## src/sv/bplru_pkg.sv

```systemverilog
// Shared types and codes for the buffer pool LRU directory.
// Holds the input and result word layouts, the directory entry layout and command/status codes.
// No dependencies.
package bplru_pkg;

    localparam logic [1:0] CMD_FETCH      = 2'd0;
    localparam logic [1:0] CMD_FETCH_EXCL = 2'd1;
    localparam logic [1:0] CMD_MARK       = 2'd2;
    localparam logic [1:0] CMD_INVAL      = 2'd3;

    localparam logic [2:0] ST_HIT       = 3'd0;
    localparam logic [2:0] ST_FREE      = 3'd1;
    localparam logic [2:0] ST_CLEAN     = 3'd2;
    localparam logic [2:0] ST_DIRTY     = 3'd3;
    localparam logic [2:0] ST_NO_VICTIM = 3'd4;

    localparam logic [15:0] AGE_MAX = 16'hFFFF;

    typedef struct packed {
        logic [1:0]  cmd;
        logic [7:0]  file_id;
        logic [15:0] block_offset;
        logic [5:0]  slot;
    } t_in;

    typedef struct packed {
        logic [5:0]  slot_out;
        logic [2:0]  status;
        logic [7:0]  evict_file;
        logic [15:0] evict_offset;
    } t_out;

    typedef struct packed {
        logic        valid;
        logic        dirty;
        logic [7:0]  file_id;
        logic [15:0] blk;
        logic [15:0] age;
    } t_entry;

endpackage

```

## src/sv/buffer_pool_lru_directory.sv

```systemverilog
// Buffer pool LRU directory over SLOTS directory entries; depends on bplru_pkg and bplru_ram.
// Per word: a fetch sweeps every entry, then decides in S_FEND; an invalidate sweeps; a mark
// reads its slot in S_MWAIT and sweeps only if it is valid, or on a slot not below SLOTS goes
// straight to S_DONE; a stalled output holds the next result in S_DONE. One word in flight;
// the next is taken in the cycle after the result loads; each sweep reads one entry a cycle.
// Reset: a clearing pass zeroes every entry; no word is taken until it ends.
module buffer_pool_lru_directory #(
    parameter int SLOTS = 64
) (
    input  logic             i_clk,
    input  logic             i_rst_n,
    input  logic             i_valid,
    output logic             o_stall,
    input  bplru_pkg::t_in   i_data,
    output logic             o_valid,
    input  logic             i_stall,
    output bplru_pkg::t_out  o_data
);

    localparam int IW = $clog2(SLOTS);
    localparam int EW = $bits(bplru_pkg::t_entry);
    localparam logic [IW:0] SWEEP_END = (IW+1)'(SLOTS);

    typedef enum logic [5:0] {
        S_CLEAR = 6'b000001,
        S_IDLE  = 6'b000010,
        S_MWAIT = 6'b000100,
        S_SWEEP = 6'b001000,
        S_FEND  = 6'b010000,
        S_DONE  = 6'b100000
    } t_state;

    t_state            r_state, n_state;
    bplru_pkg::t_in    r_in, n_in;
    logic [IW:0]       r_rd_idx, n_rd_idx;
    logic              r_pend, n_pend;
    logic [IW-1:0]     r_pidx, n_pidx;
    logic              r_hit_found, n_hit_found;
    logic [IW-1:0]     r_hit_idx, n_hit_idx;
    logic              r_free_found, n_free_found;
    logic [IW-1:0]     r_free_idx, n_free_idx;
    logic              r_vic_found, n_vic_found;
    logic [IW-1:0]     r_vic_idx, n_vic_idx;
    bplru_pkg::t_entry r_vic, n_vic;
    bplru_pkg::t_out   r_res, n_res;
    logic              r_out_valid, n_out_valid;
    bplru_pkg::t_out   r_out, n_out;

    logic              ram_we;
    logic [IW-1:0]     ram_waddr;
    bplru_pkg::t_entry ram_wdata;
    logic [IW-1:0]     ram_raddr;
    logic [EW-1:0]     ram_rdata;
    bplru_pkg::t_entry rd_entry;
    logic              sweep_issue;
    logic              slot_ok;
    logic              excl;

    bplru_ram #(
        .WIDTH(EW),
        .DEPTH(SLOTS)
    ) u_ram (
        .i_clk  (i_clk),
        .i_we   (ram_we),
        .i_waddr(ram_waddr),
        .i_wdata(EW'(ram_wdata)),
        .i_raddr(ram_raddr),
        .o_rdata(ram_rdata)
    );

    assign rd_entry    = bplru_pkg::t_entry'(ram_rdata);
    assign sweep_issue = (r_rd_idx != SWEEP_END);
    assign slot_ok     = (32'(i_data.slot) < SLOTS);
    assign excl        = (r_in.cmd == bplru_pkg::CMD_FETCH_EXCL);

    always_comb begin
        n_state      = r_state;
        n_in         = r_in;
        n_rd_idx     = r_rd_idx;
        n_pend       = r_pend;
        n_pidx       = r_pidx;
        n_hit_found  = r_hit_found;
        n_hit_idx    = r_hit_idx;
        n_free_found = r_free_found;
        n_free_idx   = r_free_idx;
        n_vic_found  = r_vic_found;
        n_vic_idx    = r_vic_idx;
        n_vic        = r_vic;
        n_res        = r_res;
        n_out_valid  = r_out_valid;
        n_out        = r_out;
        ram_we       = 1'b0;
        ram_waddr    = r_pidx;
        ram_wdata    = rd_entry;
        ram_raddr    = r_rd_idx[IW-1:0];

        if (r_out_valid && !i_stall) begin
            n_out_valid = 1'b0;
        end

        // sweep engine: read one entry a cycle, process it when it returns
        if (r_state == S_CLEAR || r_state == S_SWEEP) begin
            n_pend = sweep_issue;
            n_pidx = r_rd_idx[IW-1:0];
            if (sweep_issue) begin
                n_rd_idx = r_rd_idx + 1'b1;
            end
        end

        case (r_state)
            S_CLEAR: begin
                if (r_pend) begin
                    ram_we    = 1'b1;
                    ram_wdata = '0;
                end
                if (!sweep_issue && !r_pend) begin
                    n_state = S_IDLE;
                end
            end
            S_IDLE: begin
                ram_raddr = IW'(i_data.slot);
                if (i_valid) begin
                    n_in         = i_data;
                    n_res        = '0;
                    n_hit_found  = 1'b0;
                    n_free_found = 1'b0;
                    n_vic_found  = 1'b0;
                    if (i_data.cmd == bplru_pkg::CMD_MARK) begin
                        n_state = slot_ok ? S_MWAIT : S_DONE;
                    end else begin
                        n_rd_idx = '0;
                        n_pend   = 1'b0;
                        n_state  = S_SWEEP;
                    end
                end
            end
            S_MWAIT: begin
                // age the pool only when the marked slot holds a block
                if (rd_entry.valid) begin
                    n_rd_idx = '0;
                    n_pend   = 1'b0;
                    n_state  = S_SWEEP;
                end else begin
                    n_state = S_DONE;
                end
            end
            S_SWEEP: begin
                if (r_pend) begin
                    if (r_in.cmd inside {bplru_pkg::CMD_FETCH, bplru_pkg::CMD_FETCH_EXCL}) begin
                        if (!r_hit_found && rd_entry.valid && rd_entry.file_id == r_in.file_id
                                && rd_entry.blk == r_in.block_offset) begin
                            n_hit_found = 1'b1;
                            n_hit_idx   = r_pidx;
                        end
                        if (!r_free_found && !rd_entry.valid) begin
                            n_free_found = 1'b1;
                            n_free_idx   = r_pidx;
                        end
                        // strict compare keeps the lowest index on equal ages
                        if (!(excl && rd_entry.file_id == r_in.file_id)
                                && (!r_vic_found || rd_entry.age > r_vic.age)) begin
                            n_vic_found = 1'b1;
                            n_vic_idx   = r_pidx;
                            n_vic       = rd_entry;
                        end
                    end else if (r_in.cmd == bplru_pkg::CMD_MARK) begin
                        ram_we = 1'b1;
                        if (r_pidx == IW'(r_in.slot)) begin
                            ram_wdata.dirty = 1'b1;
                            ram_wdata.age   = '0;
                        end else if (rd_entry.age != bplru_pkg::AGE_MAX) begin
                            ram_wdata.age = rd_entry.age + 16'd1;
                        end
                    end else begin
                        if (rd_entry.valid && rd_entry.file_id == r_in.file_id) begin
                            ram_we          = 1'b1;
                            ram_wdata.valid = 1'b0;
                            ram_wdata.dirty = 1'b0;
                        end
                    end
                end
                if (!sweep_issue && !r_pend) begin
                    if (r_in.cmd inside {bplru_pkg::CMD_FETCH, bplru_pkg::CMD_FETCH_EXCL}) begin
                        n_state = S_FEND;
                    end else begin
                        n_state = S_DONE;
                    end
                end
            end
            S_FEND: begin
                ram_wdata.valid   = 1'b1;
                ram_wdata.dirty   = 1'b0;
                ram_wdata.file_id = r_in.file_id;
                ram_wdata.blk     = r_in.block_offset;
                ram_wdata.age     = '0;
                if (r_hit_found) begin
                    n_res.slot_out = 6'(r_hit_idx);
                    n_res.status   = bplru_pkg::ST_HIT;
                end else if (r_free_found) begin
                    ram_we         = 1'b1;
                    ram_waddr      = r_free_idx;
                    n_res.slot_out = 6'(r_free_idx);
                    n_res.status   = bplru_pkg::ST_FREE;
                end else if (r_vic_found) begin
                    ram_we         = 1'b1;
                    ram_waddr      = r_vic_idx;
                    n_res.slot_out = 6'(r_vic_idx);
                    if (r_vic.dirty) begin
                        n_res.status       = bplru_pkg::ST_DIRTY;
                        n_res.evict_file   = r_vic.file_id;
                        n_res.evict_offset = r_vic.blk;
                    end else begin
                        n_res.status = bplru_pkg::ST_CLEAN;
                    end
                end else begin
                    n_res.status = bplru_pkg::ST_NO_VICTIM;
                end
                n_state = S_DONE;
            end
            S_DONE: begin
                // load the result word once the output register frees up
                if (!r_out_valid || !i_stall) begin
                    n_out       = r_res;
                    n_out_valid = 1'b1;
                    n_state     = S_IDLE;
                end
            end
            default: begin
                n_state = S_CLEAR;
            end
        endcase
    end

    always_ff @(posedge i_clk) begin
        if (!i_rst_n) begin
            r_state     <= S_CLEAR;
            r_rd_idx    <= '0;
            r_pend      <= 1'b0;
            r_out_valid <= 1'b0;
        end else begin
            r_state     <= n_state;
            r_rd_idx    <= n_rd_idx;
            r_pend      <= n_pend;
            r_out_valid <= n_out_valid;
        end
        r_in         <= n_in;
        r_pidx       <= n_pidx;
        r_hit_found  <= n_hit_found;
        r_hit_idx    <= n_hit_idx;
        r_free_found <= n_free_found;
        r_free_idx   <= n_free_idx;
        r_vic_found  <= n_vic_found;
        r_vic_idx    <= n_vic_idx;
        r_vic        <= n_vic;
        r_res        <= n_res;
        r_out        <= n_out;
    end

    assign o_stall = (r_state != S_IDLE);
    assign o_valid = r_out_valid;
    assign o_data  = r_out;

    a_idle_sweep_done: assert property (@(posedge i_clk) disable iff (!i_rst_n)
        r_state == S_IDLE |-> r_rd_idx == SWEEP_END && !r_pend)
        else $error("idle with a sweep still running");

    a_fend_no_pending: assert property (@(posedge i_clk) disable iff (!i_rst_n)
        r_state == S_FEND |-> !r_pend && r_rd_idx == SWEEP_END)
        else $error("fetch decided before scan finished");

    a_hit_no_write: assert property (@(posedge i_clk) disable iff (!i_rst_n)
        r_state == S_FEND && r_hit_found |-> !ram_we)
        else $error("directory written on a hit");

    a_done_holds: assert property (@(posedge i_clk) disable iff (!i_rst_n)
        r_state == S_DONE && r_out_valid && i_stall |=> r_state == S_DONE && $stable(r_out))
        else $error("result overwrote a pending output word");

    a_write_in_range: assert property (@(posedge i_clk) disable iff (!i_rst_n)
        ram_we |-> 32'(ram_waddr) < SLOTS)
        else $error("write beyond last slot");

endmodule

```

## src/sv/bplru_ram.sv

```systemverilog
// Generic simple dual-port RAM: one write port, one read port with registered read data.
// No dependencies.
module bplru_ram #(
    parameter int WIDTH = 42,
    parameter int DEPTH = 64,
    localparam int AW = (DEPTH > 1) ? $clog2(DEPTH) : 1
) (
    input  logic             i_clk,
    input  logic             i_we,
    input  logic [AW-1:0]    i_waddr,
    input  logic [WIDTH-1:0] i_wdata,
    input  logic [AW-1:0]    i_raddr,
    output logic [WIDTH-1:0] o_rdata
);

    logic [WIDTH-1:0] r_mem [DEPTH];
    logic [WIDTH-1:0] r_rdata;

    always_ff @(posedge i_clk) begin
        if (i_we) begin
            r_mem[i_waddr] <= i_wdata;
        end
        r_rdata <= r_mem[i_raddr];
    end

    assign o_rdata = r_rdata;

endmodule
```

## config.mk

```make
export PLATFORM = sky130hd
export DESIGN_NAME = buffer_pool_lru_directory
export DESIGN_NICKNAME = d
export VERILOG_FILES = /design/src/sv/bplru_pkg.sv /design/src/sv/buffer_pool_lru_directory.sv /design/src/sv/bplru_ram.sv
export SDC_FILE = /design/constraint.sdc
export NUM_CORES = 2
export LEC_CHECK = 0
export CORE_MARGIN = 1.5
export CORE_UTILIZATION = 31
export DETAILED_ROUTE_END_ITERATION = 10
export DONT_BUFFER_PORTS = 1
export GPL_ROUTABILITY_DRIVEN = 0
export PLACE_DENSITY = 0.46
export SYNTH_ARGS = -nofsm -noshare
export SYNTH_HDL_FRONTEND = slang
export SYNTH_SLANG_ARGS = --single-unit
```

## constraint.sdc

```tcl
create_clock -name i_clk -period 8.1 [get_ports i_clk]
set_input_delay 0.405 -clock i_clk [delete_from_list [all_inputs] [get_ports i_clk]]
set_output_delay 0.405 -clock i_clk [all_outputs]
set_load 0.05 [all_outputs]
```

Word level (Yosys, flattened, before mapping) --
Memories as Yosys holds them, arrays and structs flattened. A register that Yosys moved wholly into a read port is not among the register bits. Cells that the tools add are included.
Word-level totals: register bits after elaboration 181, memory bits (writable) 2688, bits of input ports 36, output and inout bits 35, word-level logic and storage cells 174, memories kept 1
Cells by class: $add $sub $neg 2, magnitude comparators 1, equality and inequality tests 29, multiplexer cells 77, reductions and logical operators 37
Memory list:
- u_ram.r_mem | words 64, bits a word 42, read ports 1, clocked after Yosys merged registers in 1, wr ports 1, RTL line bplru_ram.sv:16 | logic [WIDTH-1:0] r_mem [DEPTH];
Operators by type and width (count):
- 24-bit two-way mux | 4
- 16-bit two-way mux | 5
- 6-bit two-way mux | 12
- 33-bit one-hot mux with 2 select lines | 1
- 16-bit one-hot mux with 3 select lines | 1
- 24-bit one-hot mux with 2 select lines | 1
- 42-bit two-way mux | 1
- 6-bit one-hot mux with 6 select lines | 1
- 7-bit two-way mux | 5
- 33-bit two-way mux | 1
- 1-bit two-way mux | 31
- 9-bit two-way mux | 2
- 16-bit by 1-bit adder with 16-bit output (second input constant) | 1
- 16-bit == test | 1
- 16-bit > comparator | 1
- 16-bit != test (second input constant) | 1
- 4-bit AND reduction | 4
- 5-bit AND reduction | 3
- 2-bit != test (second input constant) | 7
- 7-bit one-hot mux with 2 select lines | 1
- 2-bit by 1-bit != test with 1-bit output (second input constant) | 6
- 1-bit logical AND | 9
- 1-bit logical NOT | 9
- 8-bit == test | 1
- other kinds (25) | 37

Longest topological paths before layout --
word-level depth 9, depth in mapped cells 14, mapped depth without buffers 10

Modules after synthesis --
From an unflattened synthesis, not the netlist that was laid out.
Unflattened totals: cell total of the unflattened synthesis 5077, area, all modules 111086.5 um^2
By module, submodules not included:
- bplru_ram | instances 1, cells each 4448, area each 102965.0 um^2, seq. area each 81558.2 um^2
- buffer_pool_lru_directory | instances 1, cells each 629, area each 8121.5 um^2, seq. area each 5285.1 um^2

Worst setup path before layout --
Ideal clock, no wire load.
kind reg-to-reg, start reg r_state[5], end mem u_ram.r_mem[0][3], data pin, setup time 0.721 ns, data arrival time 4.659 ns, data required time 7.379 ns, setup slack 2.720 ns, cell stages (with the launch flop) 9, path buffers 3, clock period less this slack 5.380 ns, path through dfxtp_1 -> clkbuf_1 -> nor4_1 -> nand3b_1 -> inv_1 -> clkbuf_1 -> nand2_1 -> clkbuf_1 -> o31ai_1
RTL lines:
- from (decl) | RTL line buffer_pool_lru_directory.sv:33 | t_state r_state, n_state;
- from (signal assigned) | RTL line buffer_pool_lru_directory.sv:241 | r_state <= n_state;
- to (decl) | RTL line bplru_ram.sv:16

Worst setup path in the final report --
start reg r_state[3], end reg u_ram.r_rdata[32] (netlist: u_ram.o_rdata[32]) (read register of u_ram.r_mem)
Between the ends: word-level cells in the longest chain between the ends 2
RTL lines:
- 6-bit by 2-bit == test with 1-bit output | RTL line buffer_pool_lru_directory.sv:110 | case (r_state)
- 6-bit two-way mux | RTL line buffer_pool_lru_directory.sv:110
- to (decl) | RTL line bplru_ram.sv:17 | logic [WIDTH-1:0] r_rdata;
No other way between the ends. A chain may end at the register's enable or synchronous reset.

==> flow_summary.json <==
{
  "finalNetCount": 7196,
  "power.share.clock_pct": 30.8,
  "ctsHoldBuffers": 37,
  "wire_per_inst_um": 31.29,
  "timing.critical_path.cells": "nor4b_4, a21oi_4, buf_4, nor2_8, buf_12, buf_12, mux2i_1, a221o_1, o21ai_0, a31oi_1, nor3_1",
  "dpl_worst_slack_ns": 2.245,
  "timing.critical_path.to_type": "flip-flop",
  "detailed_place.area_um2": 122100,
  "tritoncts.num_buffers": 320,
  "tritoncts": "done",
  "finalSetupViolations": 0,
  "worst_hold_slack_ns": 0.1150,
  "worst_rel_slew_slack_pct": -3.994,
  "path_clk_slew_ns": 0.06,
  "synthArstFlopShare_pct": 0,
  "core_area_um2": 368900,
  "synth_cell_types": 80,
  "cts.root.buffer_cell": "sky130_fd_sc_hd__clkbuf_16",
  "route.detailed.vias_per_inst": 5.462,
  "timing.critical_path.buf_inv": 3,
  "power_report.internal_total_mw": 31.22,
  "detailedRoute.firstIterationViolations": 8779,
  "report.final.hold_viol_count": 0,
  "synth-edff-count": 2854,
  "h-tree-depth": 5,
  "layout_common_cells": "2,854 x sky130_fd_sc_hd__edfxtp_1, 752 x sky130_fd_sc_hd__nand2_1, 526 x sky130_fd_sc_hd__mux2i_1",
  "drive_above_1_share_pct": 14.89,
  "grt_pass1_wl_um": 534900,
  "drt_first_pass_iters": 9,
  "worst_ep_required_time_ns": 8.81,
  "grt_antenna_before_repair": 41,
  "path_max_fanout": 75,
  "route.antenna.remaining_nets": 0,
  "pwr_density_nw_per_um2": 354.1,
  "post-cts-setup-buffers": 0,
  "timing.final.crit_period_ns": 5.883,
  "grt_usage_pct": 20.13,
  "final-max-slew-violation-count": 2,
  "timing.critical_path.mode_cell": "sky130_fd_sc_hd__buf_12",
  "final_cell_area_um2": 132800,
  "rows": 223,
  "yosysWarnings": 0,
  "power_frac_comb_pct": 26.5,
  "p_leak_nw": 44.42,
  "postSynthCellCount": 7000,
  "setup_repair_after_global_routing_missed_its_margin": "false",
  "sequentialPowerShare_pct": 42.7,
  "grt-ovfl-total": 0,
  "synth_seq_cells": 2911,
  "hold_path.class": "input pin to flip-flop",
  "cpMaxStageDelayCell": "sky130_fd_sc_hd__nor3_1",
  "layout_commonest_cell": "sky130_fd_sc_hd__edfxtp_1",
  "floorplan.io_pins": 71,
  "synth.net_count": 7055,
  "status": "finished, violations left",
  "fp.dieArea_um2": 374400,
  "seq_area_frac_synth_pct": 75.57,
  "yosys_most_used_dff": "sky130_fd_sc_hd__edfxtp_1",
  "via_count_of_the_first_global_routing_pass": 65220,
  "fin_ws_ns": 2.217,
  "clk_latency_ns": 0.94,
  "largest_clock_skew_in_the_final_design_ns": 0.04538,
  "highest_clock_rate_ghz": 0.1700,
  "grt_start_max_net_pins": 108,
  "mappedNetlistArea_um2": 114900,
  "detailedPlacementHpwl_um": 224300,
  "place.detailed.instances": 11730,
  "drt_wl_total_um": 386700,
  "switchingPower_mw": 15.80,
  "power.ir.vdd_worst_mv": 0.2582,
  "critical_path.max_stage_delay_ns": 1.15,
  "crit_path_start_kind": "flip-flop",
  "critical-path-top-delay-family": "simple AND/OR/NAND/NOR gates",
  "tns_ns": 0,
  "dieWidth_um": 611.9,
  "final_cell_count_no_fill": 12360,
  "synthesis.area_per_instance_um2": 16.42,
  "height_of_the_die_um": 611.9,
  "initial_core_utilization_pct": 31.16,
  "p_sw_share_pct": 33.60,
  "post_cts_resize_count": 0,
  "cts.sinks": 2911,
  "synthToLayoutAreaGrowth_pct": 15.56,
  "drcViolationCount": 0,
  "routed-via-count": 67500,
  "ctsLongestPathBuffers": 4,
  "period_share_pct": 72.63,
  "numPortBuffers": 0,
  "worstSetupPathType": "flip-flop to flip-flop",
  "failing_checks": "capacitance limit, slew limit",
  "critical_path_arrival_ns": 6.59,
  "max_slew.worst_pin.slew_ns": 1.555,
  "reported_max_cap_violation_count": 2
}
-- worst reg2reg max path: stages, from the launching register on --
cell	delay [ns]
sky130_fd_sc_hd__dfxtp_1	0.42
sky130_fd_sc_hd__nor4b_4	0.82
sky130_fd_sc_hd__a21oi_4	0.10
sky130_fd_sc_hd__buf_4	0.28
sky130_fd_sc_hd__nor2_8	0.57
sky130_fd_sc_hd__buf_12	0.48
sky130_fd_sc_hd__buf_12	0.41
sky130_fd_sc_hd__mux2i_1	0.30
sky130_fd_sc_hd__a221o_1	0.43
sky130_fd_sc_hd__o21ai_0	0.19
sky130_fd_sc_hd__a31oi_1	0.50
sky130_fd_sc_hd__nor3_1	1.16
-- worst paths after layout --
kind / start / to / slack, ns / cells after the start
max: r_state[3] / u_ram.o_rdata[32] / 2.22 / 11
min: i_data[15] / r_in[15] / 0.11 / 1
max reg2reg: r_state[3] / u_ram.o_rdata[32] / 2.22 / 11
min reg2reg: r_res[20] / o_data[20] / 0.42 / 0
-- metrics by stage --
| stage | power (mW) | util (%) |
|---|---|---|
| 2_1_floorplan | 26.93 | - |
| 3_3_place_gp | 32.56 | 33.09 |
| 3_5_place_dp | 32.72 | 33.10 |
| 4_1_cts | 47.18 | 35.98 |
| 5_1_grt | 48.50 | 35.99 |
| 6_report | 47.02 | 36.00 |
-- final cells by class --
cell class,count,area (um2)
multi-input combinational,3592,26830
timing repair buffer,289,2536
tap,4950,6193
antenna,14,35.03
clock inverter,155,1519
inverter,27,103.9
fill,34730,236100
clock buffer,420,8745
sequential,2911,86840
-- flip-flops by register name, summed over array words and instances (netlist names) --
name and count:
u_ram.o_rdata 42, o_valid 1, r_state 6, r_vic 41, r_rd_idx 7, r_hit_found 1
r_pidx 6, r_vic_idx 6, r_res 33, r_pend 1, o_data 33, r_hit_idx 6
u_ram.r_mem 2688, r_in 32, r_free_idx 6, r_free_found 1, r_vic_found 1
-- synthesized netlist by cell type, drive strengths merged (36+ instances only) --
cell type  instances  area (um2)
edfxtp          2854       85700
and2              36       225.2
a211oi           144        1081
nor2             157       621.8
dfxtp             57        1141
nand2            761        2859
clkbuf           227       852.1
mux2i            531        5315
nor3              50       255.3
mux4             143        3221
nand4             39       244.0
a21oi            240        1209
nand3            182       910.9
a31oi            100       625.6
buf              243        1440
o22ai             67       419.2
o21ai            244        1229
and3             226        1414
a2111oi           58       508.0
o221ai            99       867.1
o221a             78       878.3
-- per-layer routing --
layer	share of wire (%)	global-route usage, %	vias to the layer above
met1	45	29.96	35810
met2	45	30.95	2916
met3	7.8	3.234	486
met4	2.0	4.113	6
li1	-	-	28280
met5	0.010	0	-
-- logic make-up after synthesis --
kind of cell,count (synthesis),share of synthesized area [%]
AOI/OAI and AO/OA,1330,8.232
xor gates and xnor gates,40,0.3049
adders and majority gates,19,0.2069
buffers and inverters,497,2.085
DFF,2911,75.57
muxes,675,7.437
and+or+nand+nor,1528,6.166
-- power groups by stage --
stage	registers, mW	clock network [mW]	logic (mW)
final	20.1	14.5	12.5
after global routing	20.1	15.3	13.1
after CTS	20.0	14.7	12.4
after detailed placement	20.3	0	12.4
after global placement	20.3	0	12.2
after floorplan	20.0	0	6.89
Note: power is estimated with default switching activity, not from simulation.
